## config.mk

```make
export PLATFORM = sky130hd
export DESIGN_NAME = integer_to_radix_text_core
export DESIGN_NICKNAME = d
export VERILOG_FILES = /design/src/hdl/itrt_pkg.sv /design/src/hdl/itrt_ram.sv /design/src/hdl/itrt_divider.sv /design/src/hdl/integer_to_radix_text_core.sv
export SDC_FILE = /design/constraint.sdc
export NUM_CORES = 1
export LEC_CHECK = 0
export BUFFER_PORTS_ARGS = -buffer_cell sky130_fd_sc_hd__buf_2
export CAP_MARGIN = 15
export CELL_PAD_IN_SITES_DETAIL_PLACEMENT = 0
export CELL_PAD_IN_SITES_GLOBAL_PLACEMENT = 1
export CORE_MARGIN = 1
export CORE_UTILIZATION = 31
export CTS_CLUSTER_DIAMETER = 50
export DETAILED_ROUTE_END_ITERATION = 16
export GPL_ROUTABILITY_DRIVEN = 0
export GPL_TIMING_DRIVEN = 0
export PLACE_DENSITY = 0.49
export SKIP_LAST_GASP = 1
export SYNTH_ARGS = -nofsm -noshare
export SYNTH_HDL_FRONTEND = slang
export SYNTH_SLANG_ARGS = --single-unit
```

## constraint.sdc

```tcl
create_clock -name clk -period 8.4 [get_ports clk]
set_input_delay 1.68 -clock clk [delete_from_list [all_inputs] [get_ports clk]]
set_output_delay 1.68 -clock clk [all_outputs]
set_load 0.01 [all_outputs]
```

## src/hdl/itrt_pkg.sv

```systemverilog
// ----------------------------------------------------------------------------
// itrt_pkg: shared types and constants for the integer to radix text core
// Widths, character codes, radix limits and the digit to ASCII mapping.
// ----------------------------------------------------------------------------
`default_nettype none

package itrt_pkg;

    // Sizing
    localparam int VALUE_WIDTH = 64;
    localparam int MAX_DIGITS  = 64;
    localparam int RESULT_CAP  = 64;

    localparam int RADIX_W = 6;
    localparam int DIGIT_W = 6;
    localparam int CHAR_W  = 8;
    localparam int ADDR_W  = $clog2(MAX_DIGITS);
    localparam int CNT_W   = $clog2(MAX_DIGITS + 1);
    localparam int BIT_W   = $clog2(VALUE_WIDTH);

    // Digit limits with and without a leading minus sign
    localparam int CAP_POS = (MAX_DIGITS < RESULT_CAP) ? MAX_DIGITS : RESULT_CAP;
    localparam int CAP_NEG = (MAX_DIGITS < RESULT_CAP - 1) ? MAX_DIGITS : RESULT_CAP - 1;

    // Character codes
    localparam logic [CHAR_W-1:0] CH_ZERO     = 8'h30;
    localparam logic [CHAR_W-1:0] CH_LETTER_A = 8'h41;
    localparam logic [CHAR_W-1:0] CH_MINUS    = 8'h2D;

    // Radix limits
    localparam logic [RADIX_W-1:0] DECIMAL   = 6'd10;
    localparam logic [RADIX_W-1:0] RADIX_MIN = 6'd2;
    localparam logic [RADIX_W-1:0] RADIX_MAX = 6'd36;

    // Request to the shared divider
    typedef struct packed {
        logic                   start;
        logic [VALUE_WIDTH-1:0] dividend;
        logic [RADIX_W-1:0]     divisor;
    } div_ctrl_t;

    // Status and result from the shared divider
    typedef struct packed {
        logic                   busy;
        logic                   done;
        logic [VALUE_WIDTH-1:0] quotient;
        logic [DIGIT_W-1:0]     remainder;
    } div_stat_t;

    // Map one digit to its ASCII character
    function automatic logic [CHAR_W-1:0] digit_to_ascii(input logic [DIGIT_W-1:0] d);
        logic [CHAR_W-1:0] dw;
        dw = {{(CHAR_W - DIGIT_W){1'b0}}, d};
        if (d < DECIMAL)
            return CH_ZERO + dw;
        else
            return CH_LETTER_A + (dw - {{(CHAR_W - RADIX_W){1'b0}}, DECIMAL});
    endfunction

endpackage

`default_nettype wire

```

## src/hdl/itrt_ram.sv

```systemverilog
// ----------------------------------------------------------------------------
// itrt_ram: generic single write, single read RAM
// One write port and one read port, read data registered.
// ----------------------------------------------------------------------------
`default_nettype none

module itrt_ram #(
    parameter int WIDTH = 8,
    parameter int DEPTH = 64
) (
    input  wire logic                     clk,
    input  wire logic                     we,
    input  wire logic [$clog2(DEPTH)-1:0] waddr,
    input  wire logic [WIDTH-1:0]         wdata,
    input  wire logic                     re,
    input  wire logic [$clog2(DEPTH)-1:0] raddr,
    output logic      [WIDTH-1:0]         rdata
);

    logic [WIDTH-1:0] mem_reg [DEPTH];
    logic [WIDTH-1:0] rdata_reg;

    // Write and registered read
    always_ff @(posedge clk)
    begin
        if (we)
        begin
            mem_reg[waddr] <= wdata;
        end
        if (re)
        begin
            rdata_reg <= mem_reg[raddr];
        end
    end

    assign rdata = rdata_reg;

endmodule

`default_nettype wire

```

## src/hdl/itrt_divider.sv

```systemverilog
// ----------------------------------------------------------------------------
// itrt_divider: shared shift-subtract divider by the radix
// Restoring division, one quotient bit per cycle.
// ----------------------------------------------------------------------------
`default_nettype none

module itrt_divider
    import itrt_pkg::*;
(
    input  wire logic      clk,
    input  wire logic      rst_n,
    input  wire div_ctrl_t ctrl,
    output div_stat_t      stat
);

    logic                   busy_reg,  busy_next;
    logic                   done_reg,  done_next;
    logic [BIT_W-1:0]       cnt_reg,   cnt_next;
    logic [VALUE_WIDTH-1:0] quo_reg,   quo_next;
    logic [DIGIT_W-1:0]     rem_reg,   rem_next;
    logic [RADIX_W-1:0]     div_reg,   div_next;

    logic [DIGIT_W:0] trial;
    logic             fits;

    // Shift in the next dividend bit and try one subtract
    assign trial = {rem_reg, quo_reg[VALUE_WIDTH-1]};
    assign fits  = trial >= {1'b0, div_reg};

    always_comb
    begin
        busy_next = busy_reg;
        done_next = 1'b0;
        cnt_next  = cnt_reg;
        quo_next  = quo_reg;
        rem_next  = rem_reg;
        div_next  = div_reg;
        if (busy_reg)
        begin
            quo_next = {quo_reg[VALUE_WIDTH-2:0], fits};
            rem_next = fits ? DIGIT_W'(trial - {1'b0, div_reg}) : DIGIT_W'(trial);
            cnt_next = cnt_reg - 1'b1;
            if (cnt_reg == '0)
            begin
                busy_next = 1'b0;
                done_next = 1'b1;
            end
        end
        else if (ctrl.start)
        begin
            busy_next = 1'b1;
            cnt_next  = BIT_W'(VALUE_WIDTH - 1);
            quo_next  = ctrl.dividend;
            rem_next  = '0;
            div_next  = ctrl.divisor;
        end
    end

    always_ff @(posedge clk or negedge rst_n)
    begin
        if (!rst_n)
        begin
            busy_reg <= 1'b0;
            done_reg <= 1'b0;
            cnt_reg  <= '0;
            quo_reg  <= '0;
            rem_reg  <= '0;
            div_reg  <= RADIX_MIN;
        end
        else
        begin
            busy_reg <= busy_next;
            done_reg <= done_next;
            cnt_reg  <= cnt_next;
            quo_reg  <= quo_next;
            rem_reg  <= rem_next;
            div_reg  <= div_next;
        end
    end

    assign stat.busy      = busy_reg;
    assign stat.done      = done_reg;
    assign stat.quotient  = quo_reg;
    assign stat.remainder = rem_reg;

endmodule

`default_nettype wire

```

## src/hdl/integer_to_radix_text_core.sv

```systemverilog
// ----------------------------------------------------------------------------
// integer_to_radix_text_core: integer to ASCII text in radix 2 to 36
// Divides repeatedly by the radix, stacks the digits in a small RAM and
// replays them most significant first, with a leading '-' for negative
// decimal values.
// ----------------------------------------------------------------------------
//  Channel  Handshake             Payload
//  in       in_valid / in_ready   number_bits, signed_mode, radix
//  out      out_valid / out_ready out_char, last_char
//
//  Each digit is computed by the shared bit-serial divider. Each digit
//  character then passes the states S_READ (RAM read), S_LOAD and S_SHOW,
//  and S_SHOW waits through any output stall; a minus sign waits in S_SIGN.
//  in_ready is high only when idle; the digit RAM needs no clearing after
//  reset. A stalled output holds its character until taken.
// ----------------------------------------------------------------------------
`default_nettype none

module integer_to_radix_text_core
    import itrt_pkg::*;
(
    input  wire logic                   clk,
    input  wire logic                   rst_n,
    input  wire logic                   in_valid,
    output logic                        in_ready,
    input  wire logic [63:0]            number_bits,
    input  wire logic                   signed_mode,
    input  wire logic [RADIX_W-1:0]     radix,
    output logic                        out_valid,
    input  wire logic                   out_ready,
    output logic      [CHAR_W-1:0]      out_char,
    output logic                        last_char
);

    typedef enum logic [2:0] {
        S_IDLE,
        S_DIV,
        S_SIGN,
        S_READ,
        S_LOAD,
        S_SHOW
    } state_t;

    state_t             state_reg,  state_next;
    logic [RADIX_W-1:0] base_reg,   base_next;
    logic               neg_reg,    neg_next;
    logic [CNT_W-1:0]   nd_reg,     nd_next;
    logic [ADDR_W-1:0]  ptr_reg,    ptr_next;
    logic               valid_reg,  valid_next;
    logic [CHAR_W-1:0]  char_reg,   char_next;
    logic               last_reg,   last_next;

    logic                   in_take;
    logic                   out_take;
    logic [RADIX_W-1:0]     base_sat;
    logic [VALUE_WIDTH-1:0] value;
    logic                   value_neg;
    logic [VALUE_WIDTH-1:0] magnitude;
    logic [CNT_W-1:0]       cap;
    logic [CNT_W-1:0]       nd_inc;

    div_ctrl_t           div_ctrl;
    div_stat_t           div_stat;
    logic                ram_we;
    logic                ram_re;
    logic [DIGIT_W-1:0]  ram_rdata;

    assign in_take  = in_valid && in_ready;
    assign out_take = valid_reg && out_ready;

    // Saturate the radix and pick sign and magnitude
    always_comb
    begin
        if (radix < RADIX_MIN)
            base_sat = RADIX_MIN;
        else if (radix > RADIX_MAX)
            base_sat = RADIX_MAX;
        else
            base_sat = radix;
    end

    assign value     = number_bits[VALUE_WIDTH-1:0];
    assign value_neg = signed_mode && (base_sat == DECIMAL) && value[VALUE_WIDTH-1];
    assign magnitude = value_neg ? VALUE_WIDTH'(~value + 1'b1) : value;

    // Digit limit for this request
    assign cap    = neg_reg ? CNT_W'(CAP_NEG) : CNT_W'(CAP_POS);
    assign nd_inc = nd_reg + 1'b1;

    // Sequencer
    always_comb
    begin
        state_next = state_reg;
        base_next  = base_reg;
        neg_next   = neg_reg;
        nd_next    = nd_reg;
        ptr_next   = ptr_reg;
        valid_next = valid_reg;
        char_next  = char_reg;
        last_next  = last_reg;

        div_ctrl.start    = 1'b0;
        div_ctrl.dividend = div_stat.quotient;
        div_ctrl.divisor  = base_reg;
        ram_we            = 1'b0;
        ram_re            = 1'b0;

        case (state_reg)
            S_IDLE:
            begin
                if (in_take)
                begin
                    div_ctrl.start    = 1'b1;
                    div_ctrl.dividend = magnitude;
                    div_ctrl.divisor  = base_sat;
                    base_next         = base_sat;
                    neg_next          = value_neg;
                    nd_next           = '0;
                    state_next        = S_DIV;
                end
            end
            S_DIV:
            begin
                if (div_stat.done)
                begin
                    // Stack the digit, then divide again or start output
                    ram_we   = 1'b1;
                    nd_next  = nd_inc;
                    ptr_next = nd_reg[ADDR_W-1:0];
                    if ((div_stat.quotient != '0) && (nd_inc < cap))
                    begin
                        div_ctrl.start = 1'b1;
                    end
                    else if (neg_reg)
                    begin
                        valid_next = 1'b1;
                        char_next  = CH_MINUS;
                        last_next  = 1'b0;
                        state_next = S_SIGN;
                    end
                    else
                    begin
                        state_next = S_READ;
                    end
                end
            end
            S_SIGN:
            begin
                if (out_take)
                begin
                    valid_next = 1'b0;
                    state_next = S_READ;
                end
            end
            S_READ:
            begin
                ram_re     = 1'b1;
                state_next = S_LOAD;
            end
            S_LOAD:
            begin
                valid_next = 1'b1;
                char_next  = digit_to_ascii(ram_rdata);
                last_next  = (ptr_reg == '0);
                state_next = S_SHOW;
            end
            S_SHOW:
            begin
                if (out_take)
                begin
                    valid_next = 1'b0;
                    if (ptr_reg == '0)
                    begin
                        state_next = S_IDLE;
                    end
                    else
                    begin
                        ptr_next   = ptr_reg - 1'b1;
                        state_next = S_READ;
                    end
                end
            end
            default:
            begin
                state_next = S_IDLE;
                valid_next = 1'b0;
            end
        endcase
    end

    // Hold state and registered outputs
    always_ff @(posedge clk or negedge rst_n)
    begin
        if (!rst_n)
        begin
            state_reg <= S_IDLE;
            base_reg  <= RADIX_MIN;
            neg_reg   <= 1'b0;
            nd_reg    <= '0;
            ptr_reg   <= '0;
            valid_reg <= 1'b0;
            char_reg  <= CH_ZERO;
            last_reg  <= 1'b0;
        end
        else
        begin
            state_reg <= state_next;
            base_reg  <= base_next;
            neg_reg   <= neg_next;
            nd_reg    <= nd_next;
            ptr_reg   <= ptr_next;
            valid_reg <= valid_next;
            char_reg  <= char_next;
            last_reg  <= last_next;
        end
    end

    assign in_ready  = (state_reg == S_IDLE);
    assign out_valid = valid_reg;
    assign out_char  = char_reg;
    assign last_char = last_reg;

    // Shared divider
    itrt_divider u_divider (
        .clk   (clk),
        .rst_n (rst_n),
        .ctrl  (div_ctrl),
        .stat  (div_stat)
    );

    // Digit stack
    itrt_ram #(
        .WIDTH (DIGIT_W),
        .DEPTH (MAX_DIGITS)
    ) u_digit_ram (
        .clk   (clk),
        .we    (ram_we),
        .waddr (nd_reg[ADDR_W-1:0]),
        .wdata (div_stat.remainder),
        .re    (ram_re),
        .raddr (ptr_reg),
        .rdata (ram_rdata)
    );

endmodule

`default_nettype wire

```

## After elaboration in Yosys (flattened, before gate mapping)

Memory sizes are Yosys's and may differ from the RTL's. A register that Yosys moved wholly into a read port is not among the register bits.
Index checks and enable logic that the tools add are counted.
Widths: inputs -> output; s select.

| word-level totals | value |
|---|---|
| RAM bits | 384 |
| flip-flop bits (word level) | 117 |
| memories kept | 1 |
| bits of input ports | 75 |

| operators by class | value |
|---|---|
| reductions and logical operators | 25 |
| eq/ne operators | 14 |
| multiplexer cells | 55 |
| order comparisons | 5 |
| bitwise logic cells | 3 |
| add/subtract/negate cells | 8 |

Memories:

| memory | words | width | rd ports | clocked after Yosys merged registers in | wr ports | line | RTL |
|---|---|---|---|---|---|---|---|
| u_digit_ram.mem_reg | 64 | 6 | 1 | 1 | 1 | itrt_ram.sv:20 | `logic [WIDTH-1:0] mem_reg [DEPTH];` |

Operator list:

| cell | count |
|---|---|
| $mux 64 | 3 |
| $mux 71 | 1 |
| $mux 70 | 1 |
| $add 64x1->64 const B | 1 |
| $not 64->64 | 1 |
| $reduce_bool 64->1 | 1 |
| $mux 6 | 10 |
| $mux 8 | 4 |
| $mux 7 | 3 |
| $mux 1 | 20 |
| $pmux 3 s6 | 1 |
| $pmux 8 s2 | 1 |
| $mux 3 | 5 |
| $pmux 7 s2 | 1 |
| $logic_not 6->1 | 2 |
| $pmux 6 s2 | 1 |
| $reduce_bool 2->1 | 6 |
| $sub 6x1->6 const B | 2 |
| $ne 2x2->1 const B | 5 |
| $reduce_and 5->1 | 2 |
| $add 7x8->8 const A | 1 |
| $reduce_and 4->1 | 2 |
| $add 6x6->7 const A | 1 |
| $add 7x1->7 const B | 1 |
| other kinds (21) | 34 |

## Logic depth before layout (Yosys ltp)

| logic depth | value |
|---|---|
| word-level depth | 11 |
| gate-level depth with buffers | 12 |
| mapped depth without buffers | 11 |

## Cells and area by module

A second synthesis with hierarchy kept.

| second synthesis, totals | value |
|---|---|
| cells, all modules | 1766 |
| area total of the unflattened synthesis | 23785.3 um^2 |

Modules (own cells, without submodules):

| module | times used | cells an instance | area an instance (um^2) |
|---|---|---|---|
| itrt_ram | 1 | 720 | 15285.9 |
| integer_to_radix_text_core | 1 | 644 | 4423.0 |
| itrt_divider | 1 | 402 | 4076.4 |

## Worst setup path before layout

Ideal clock, no wire load.

| path | value |
|---|---|
| path type | input to register |
| start point | input number_bits[30] |
| end point | register u_divider.quo_reg[54] |
| setup time | 142 ps |
| path buffers | 0 |
| required time | 8258 ps |
| path slack | 4838 ps |
| data arrival time | 3419 ps |
| stages | 6 |
| path through | or4_1 or3_1 nor4_4 a31oi_1 xnor2_1 o221ai_1 |

| on the way | value |
|---|---|
| cells in the longest elaborated chain, start to end | 7 |

Ends and longest elaborated chain:

| what | line | RTL |
|---|---|---|
| start: declaration | integer_to_radix_text_core.sv:26 | `input wire logic [63:0] number_bits,` |
| $not 64->64 | integer_to_radix_text_core.sv:84 | `assign magnitude = value_neg ? VALUE_WIDTH'(~value + 1'b1) : value;` |
| $add 64x1->64 | integer_to_radix_text_core.sv:84 |  |
| $mux 64 | integer_to_radix_text_core.sv:84 |  |
| $mux 71 | integer_to_radix_text_core.sv:111 | `if (in_take)` |
| $mux 70 | integer_to_radix_text_core.sv:108 | `case (state_reg)` |
| $mux 64 | itrt_divider.sv:49 | `else if (ctrl.start)` |
| $mux 64 | itrt_divider.sv:38 | `if (busy_reg)` |
| end signal: assignment | itrt_divider.sv:75 | `quo_reg <= quo_next;` |
| end: declaration | itrt_divider.sv:19 | `logic [VALUE_WIDTH-1:0] quo_reg, quo_next;` |

No other way between the ends. The select of a mux whose other input is x is not followed.
A chain may end at the register's enable or synchronous reset.

==> flow_summary.yaml <==
outcome:
  status: "completed"
cells_and_area:
  layout.nets: 1867
  final_common_cell: "edfxtp_1"
  area_growth_pct: 17.9
  drive_gt1_share_pct: 19.7
  antenna_cells: 0
  largest_reg_flops: 384
  final_core_util_pct: 37.0
  design_area_mm2: 0.0271
  mostFrequentLayoutCells: "edfxtp_1, nor2_1, nand2_1"
yosys:
  synthMuxAreaShare_pct: 12.6
  synth_top_family_by_area: "multiplexers"
  async_flop_share_pct: 23.1
  synth_cells: 1608
  yosysSeqAreaShare_pct: 63.7
  synth_edf_count: 390
  synth_adder_area_share_pct: 1.26
  ys_seq_elements: 507
  synth_area_leaders: "edfxtp_1, dfrtp_1, mux4_2"
  synth_nets: 1704
  yosys_warnings: 0
  synth.largest_area_cell: "edfxtp_1"
  synth_simple_gate_area_share_pct: 9.84
  avgSynthCellArea_um2: 14.3
  syn_area_mm2: 0.0230
  synth.distinct_cells: 75
  synth-main-ff-cell: "edfxtp_1"
  synth_compound_area_share_pct: 7.73
  synth-xor-area-share_pct: 2.67
  synth_top_area_share_pct: 50.9
die:
  rows: 99
  start_util_pct: 31.4
  fp.dieH_um: 274
  die_w_um: 274
  io_pins: 86
  dieArea_mm2: 0.0752
  core_area_mm2: 0.0732
cts:
  post-cts-setup-buffer-count: 0
  ctsRootBufferMaster: "clkbuf_16"
  clock_sinks: 507
  tritoncts: "yes"
  numCtsBuffers: 71
  clock_latency_ps: 610
  h-tree-depth: 3
  cts_hold_buffers: 0
  cts_resized: 0
  clk_path_buf_depth: 3
  clk_pin_slew_ps: 50
critical_path:
  crit_required_ps: 8650
  crit_path_start_kind: "flop"
  cp_max_fo: 10
  cpMaxStageDelayCell: "clkbuf_1"
  crit_chain: "clkbuf_1 > clkbuf_1 > clkbuf_1 > mux4_2 > mux4_2 > mux2i_1 > o21ai_0"
  crit_top_cell: "clkbuf_1"
  slowest_delay_ps: 890
  cpLargestDelayFamily: "buffers and inverters"
  end_kind: "flop"
  critical_path_arrival_ps: 4350
  crit_buf_inv: 3
  critical_path_class: "reg -> reg"
timing:
  setup_violations: 0
  maxSlewHeadroom_pct: 25.4
  fin_skew_ps: 26.6
  final_hold_viol_count: 0
  finalSetupTns_ps: 0
  finalCritPeriodShare_pct: 48.8
  drv_slew: 0
  period_minus_slack_ps: 4100
  rsz0062_at_grt: "false"
  fmax_mhz: 244
  worst_pin_slew_ps: 1120
grt:
  grt_max_degree: 82
  grt_pass1_wl_um: 101000
  grt_pass1_vias: 15000
  grt_overflow_total: 0
  antenna_found_initial: 1
  gr-usage-all-layers_pct: 18.4
drt:
  drt_pass1_iterations: 5
  drt_drc_violations_left: 0
  drtIter0Drc: 1018
  ant_nets: 0
  vias: 14600
  routed_wl_um: 68500
  avgRoutedWirePerCell_um: 24.6
  via_per_inst: 5.22
placed_design:
  placed_area_mm2: 0.0248
  place_hpwl_um: 48300
  portBuffers: 83
job:
  maxCapViolCount: 0
hold_path:
  hold_path.class: "reg -> reg"
power:
  p_leak_uw: 0.0101
  power_density_mw_per_mm2: 254
  irDropWorstVdd_mv: 0.172
[stage by stage]
stage	total power (uW)	hold slack, ps	cells	worst slack (ps)
floorplan	3560	429	1608	4840
CTS	6990	465	2787	4210
finish	6890	461	2787	4300
global placement	4000	457	2650	3580
detailed placement	4000	454	2657	3860
global route	7160	503	2787	4120
[layout make-up]
type / count / area (um2)
clock buffer: 85 / 1860
tap: 959 / 1200
sequential: 507 / 14700
fill: 6970 / 46100
inverter: 31 / 116
timing repair buffer: 90 / 569
buffer: 94 / 378
clock inverter: 45 / 482
multi-input combinational: 976 / 7850
[cell families after synthesis]
kind of cell               count (synthesis)
DFF                                      507
and+or+nand+nor                          457
adders and majority gates                 23
buffers and inverters                    125
muxes                                    147
AOI/OAI and AO/OA                        279
xor gates and xnor gates                  70
[per-layer routing]
| layer | GRT usage, % | vias to the layer above | share of wire, % |
|---|---|---|---|
| met4 | 5.98 | 2 | 2.5 |
| met3 | 2.70 | 101 | 3.6 |
| met2 | 30.4 | 289 | 49 |
| met5 | 0 | - | 0.019 |
| li1 | - | 6600 | - |
| met1 | 24.7 | 7568 | 45 |
[cells in the mapped netlist (8+ instances only)]
cell / count
a22o_1: 8
nor4_1: 29
a21oi_1: 53
o221ai_1: 22
nor3_1: 23
and3_1: 24
o21ai_0: 92
buf_1: 9
nand3_1: 21
mux2i_1: 27
nor2b_1: 13
nor2_1: 145
o22ai_1: 9
o31ai_1: 12
nand4_1: 11
buf_2: 11
a31oi_1: 27
or4_1: 8
nand2_1: 129
dfrtp_1: 113
o31a_1: 8
inv_1: 29
xnor2_1: 48
clkbuf_1: 72
a21o_1: 8
edfxtp_1: 390
mux4_2: 114
xor2_1: 22
ha_1: 20
[worst min-delay path, stage by stage (launching register included)]
cell and delay [ps]:
dfrtp_1 320, nand2_1 50, nand2_1 60
[power breakdown]
| group | switching (uW) | internal [uW] |
|---|---|---|
| logic | 752 | 402 |
| registers | 34.9 | 2740 |
| clock network | 1150 | 1820 |
[path summary, 6_finish.rpt]
| check | to | depth (start not counted) | slack (ps) | startpoint |
|---|---|---|---|---|
| max in group asynchronous | u_divider.rem_reg[4]$_DFFE_PN0P_ | 2 | 6580 | rst_n |
| max reg2reg | u_digit_ram.rdata[3]$_DFFE_PP_ | 7 | 4300 | ptr_reg[1]$_DFFE_PN0P_ |
| min | base_reg[0]$_DFFE_PN0P_ | 2 | 460 | base_reg[0]$_DFFE_PN0P_ |
| max | u_digit_ram.rdata[3]$_DFFE_PP_ | 7 | 4300 | ptr_reg[1]$_DFFE_PN0P_ |
| min in group asynchronous | out_char[0]$_DFFE_PN0P_ | 1 | 990 | rst_n |
| min reg2reg | base_reg[0]$_DFFE_PN0P_ | 2 | 460 | base_reg[0]$_DFFE_PN0P_ |
Note: power is estimated with default switching activity, not from simulation.
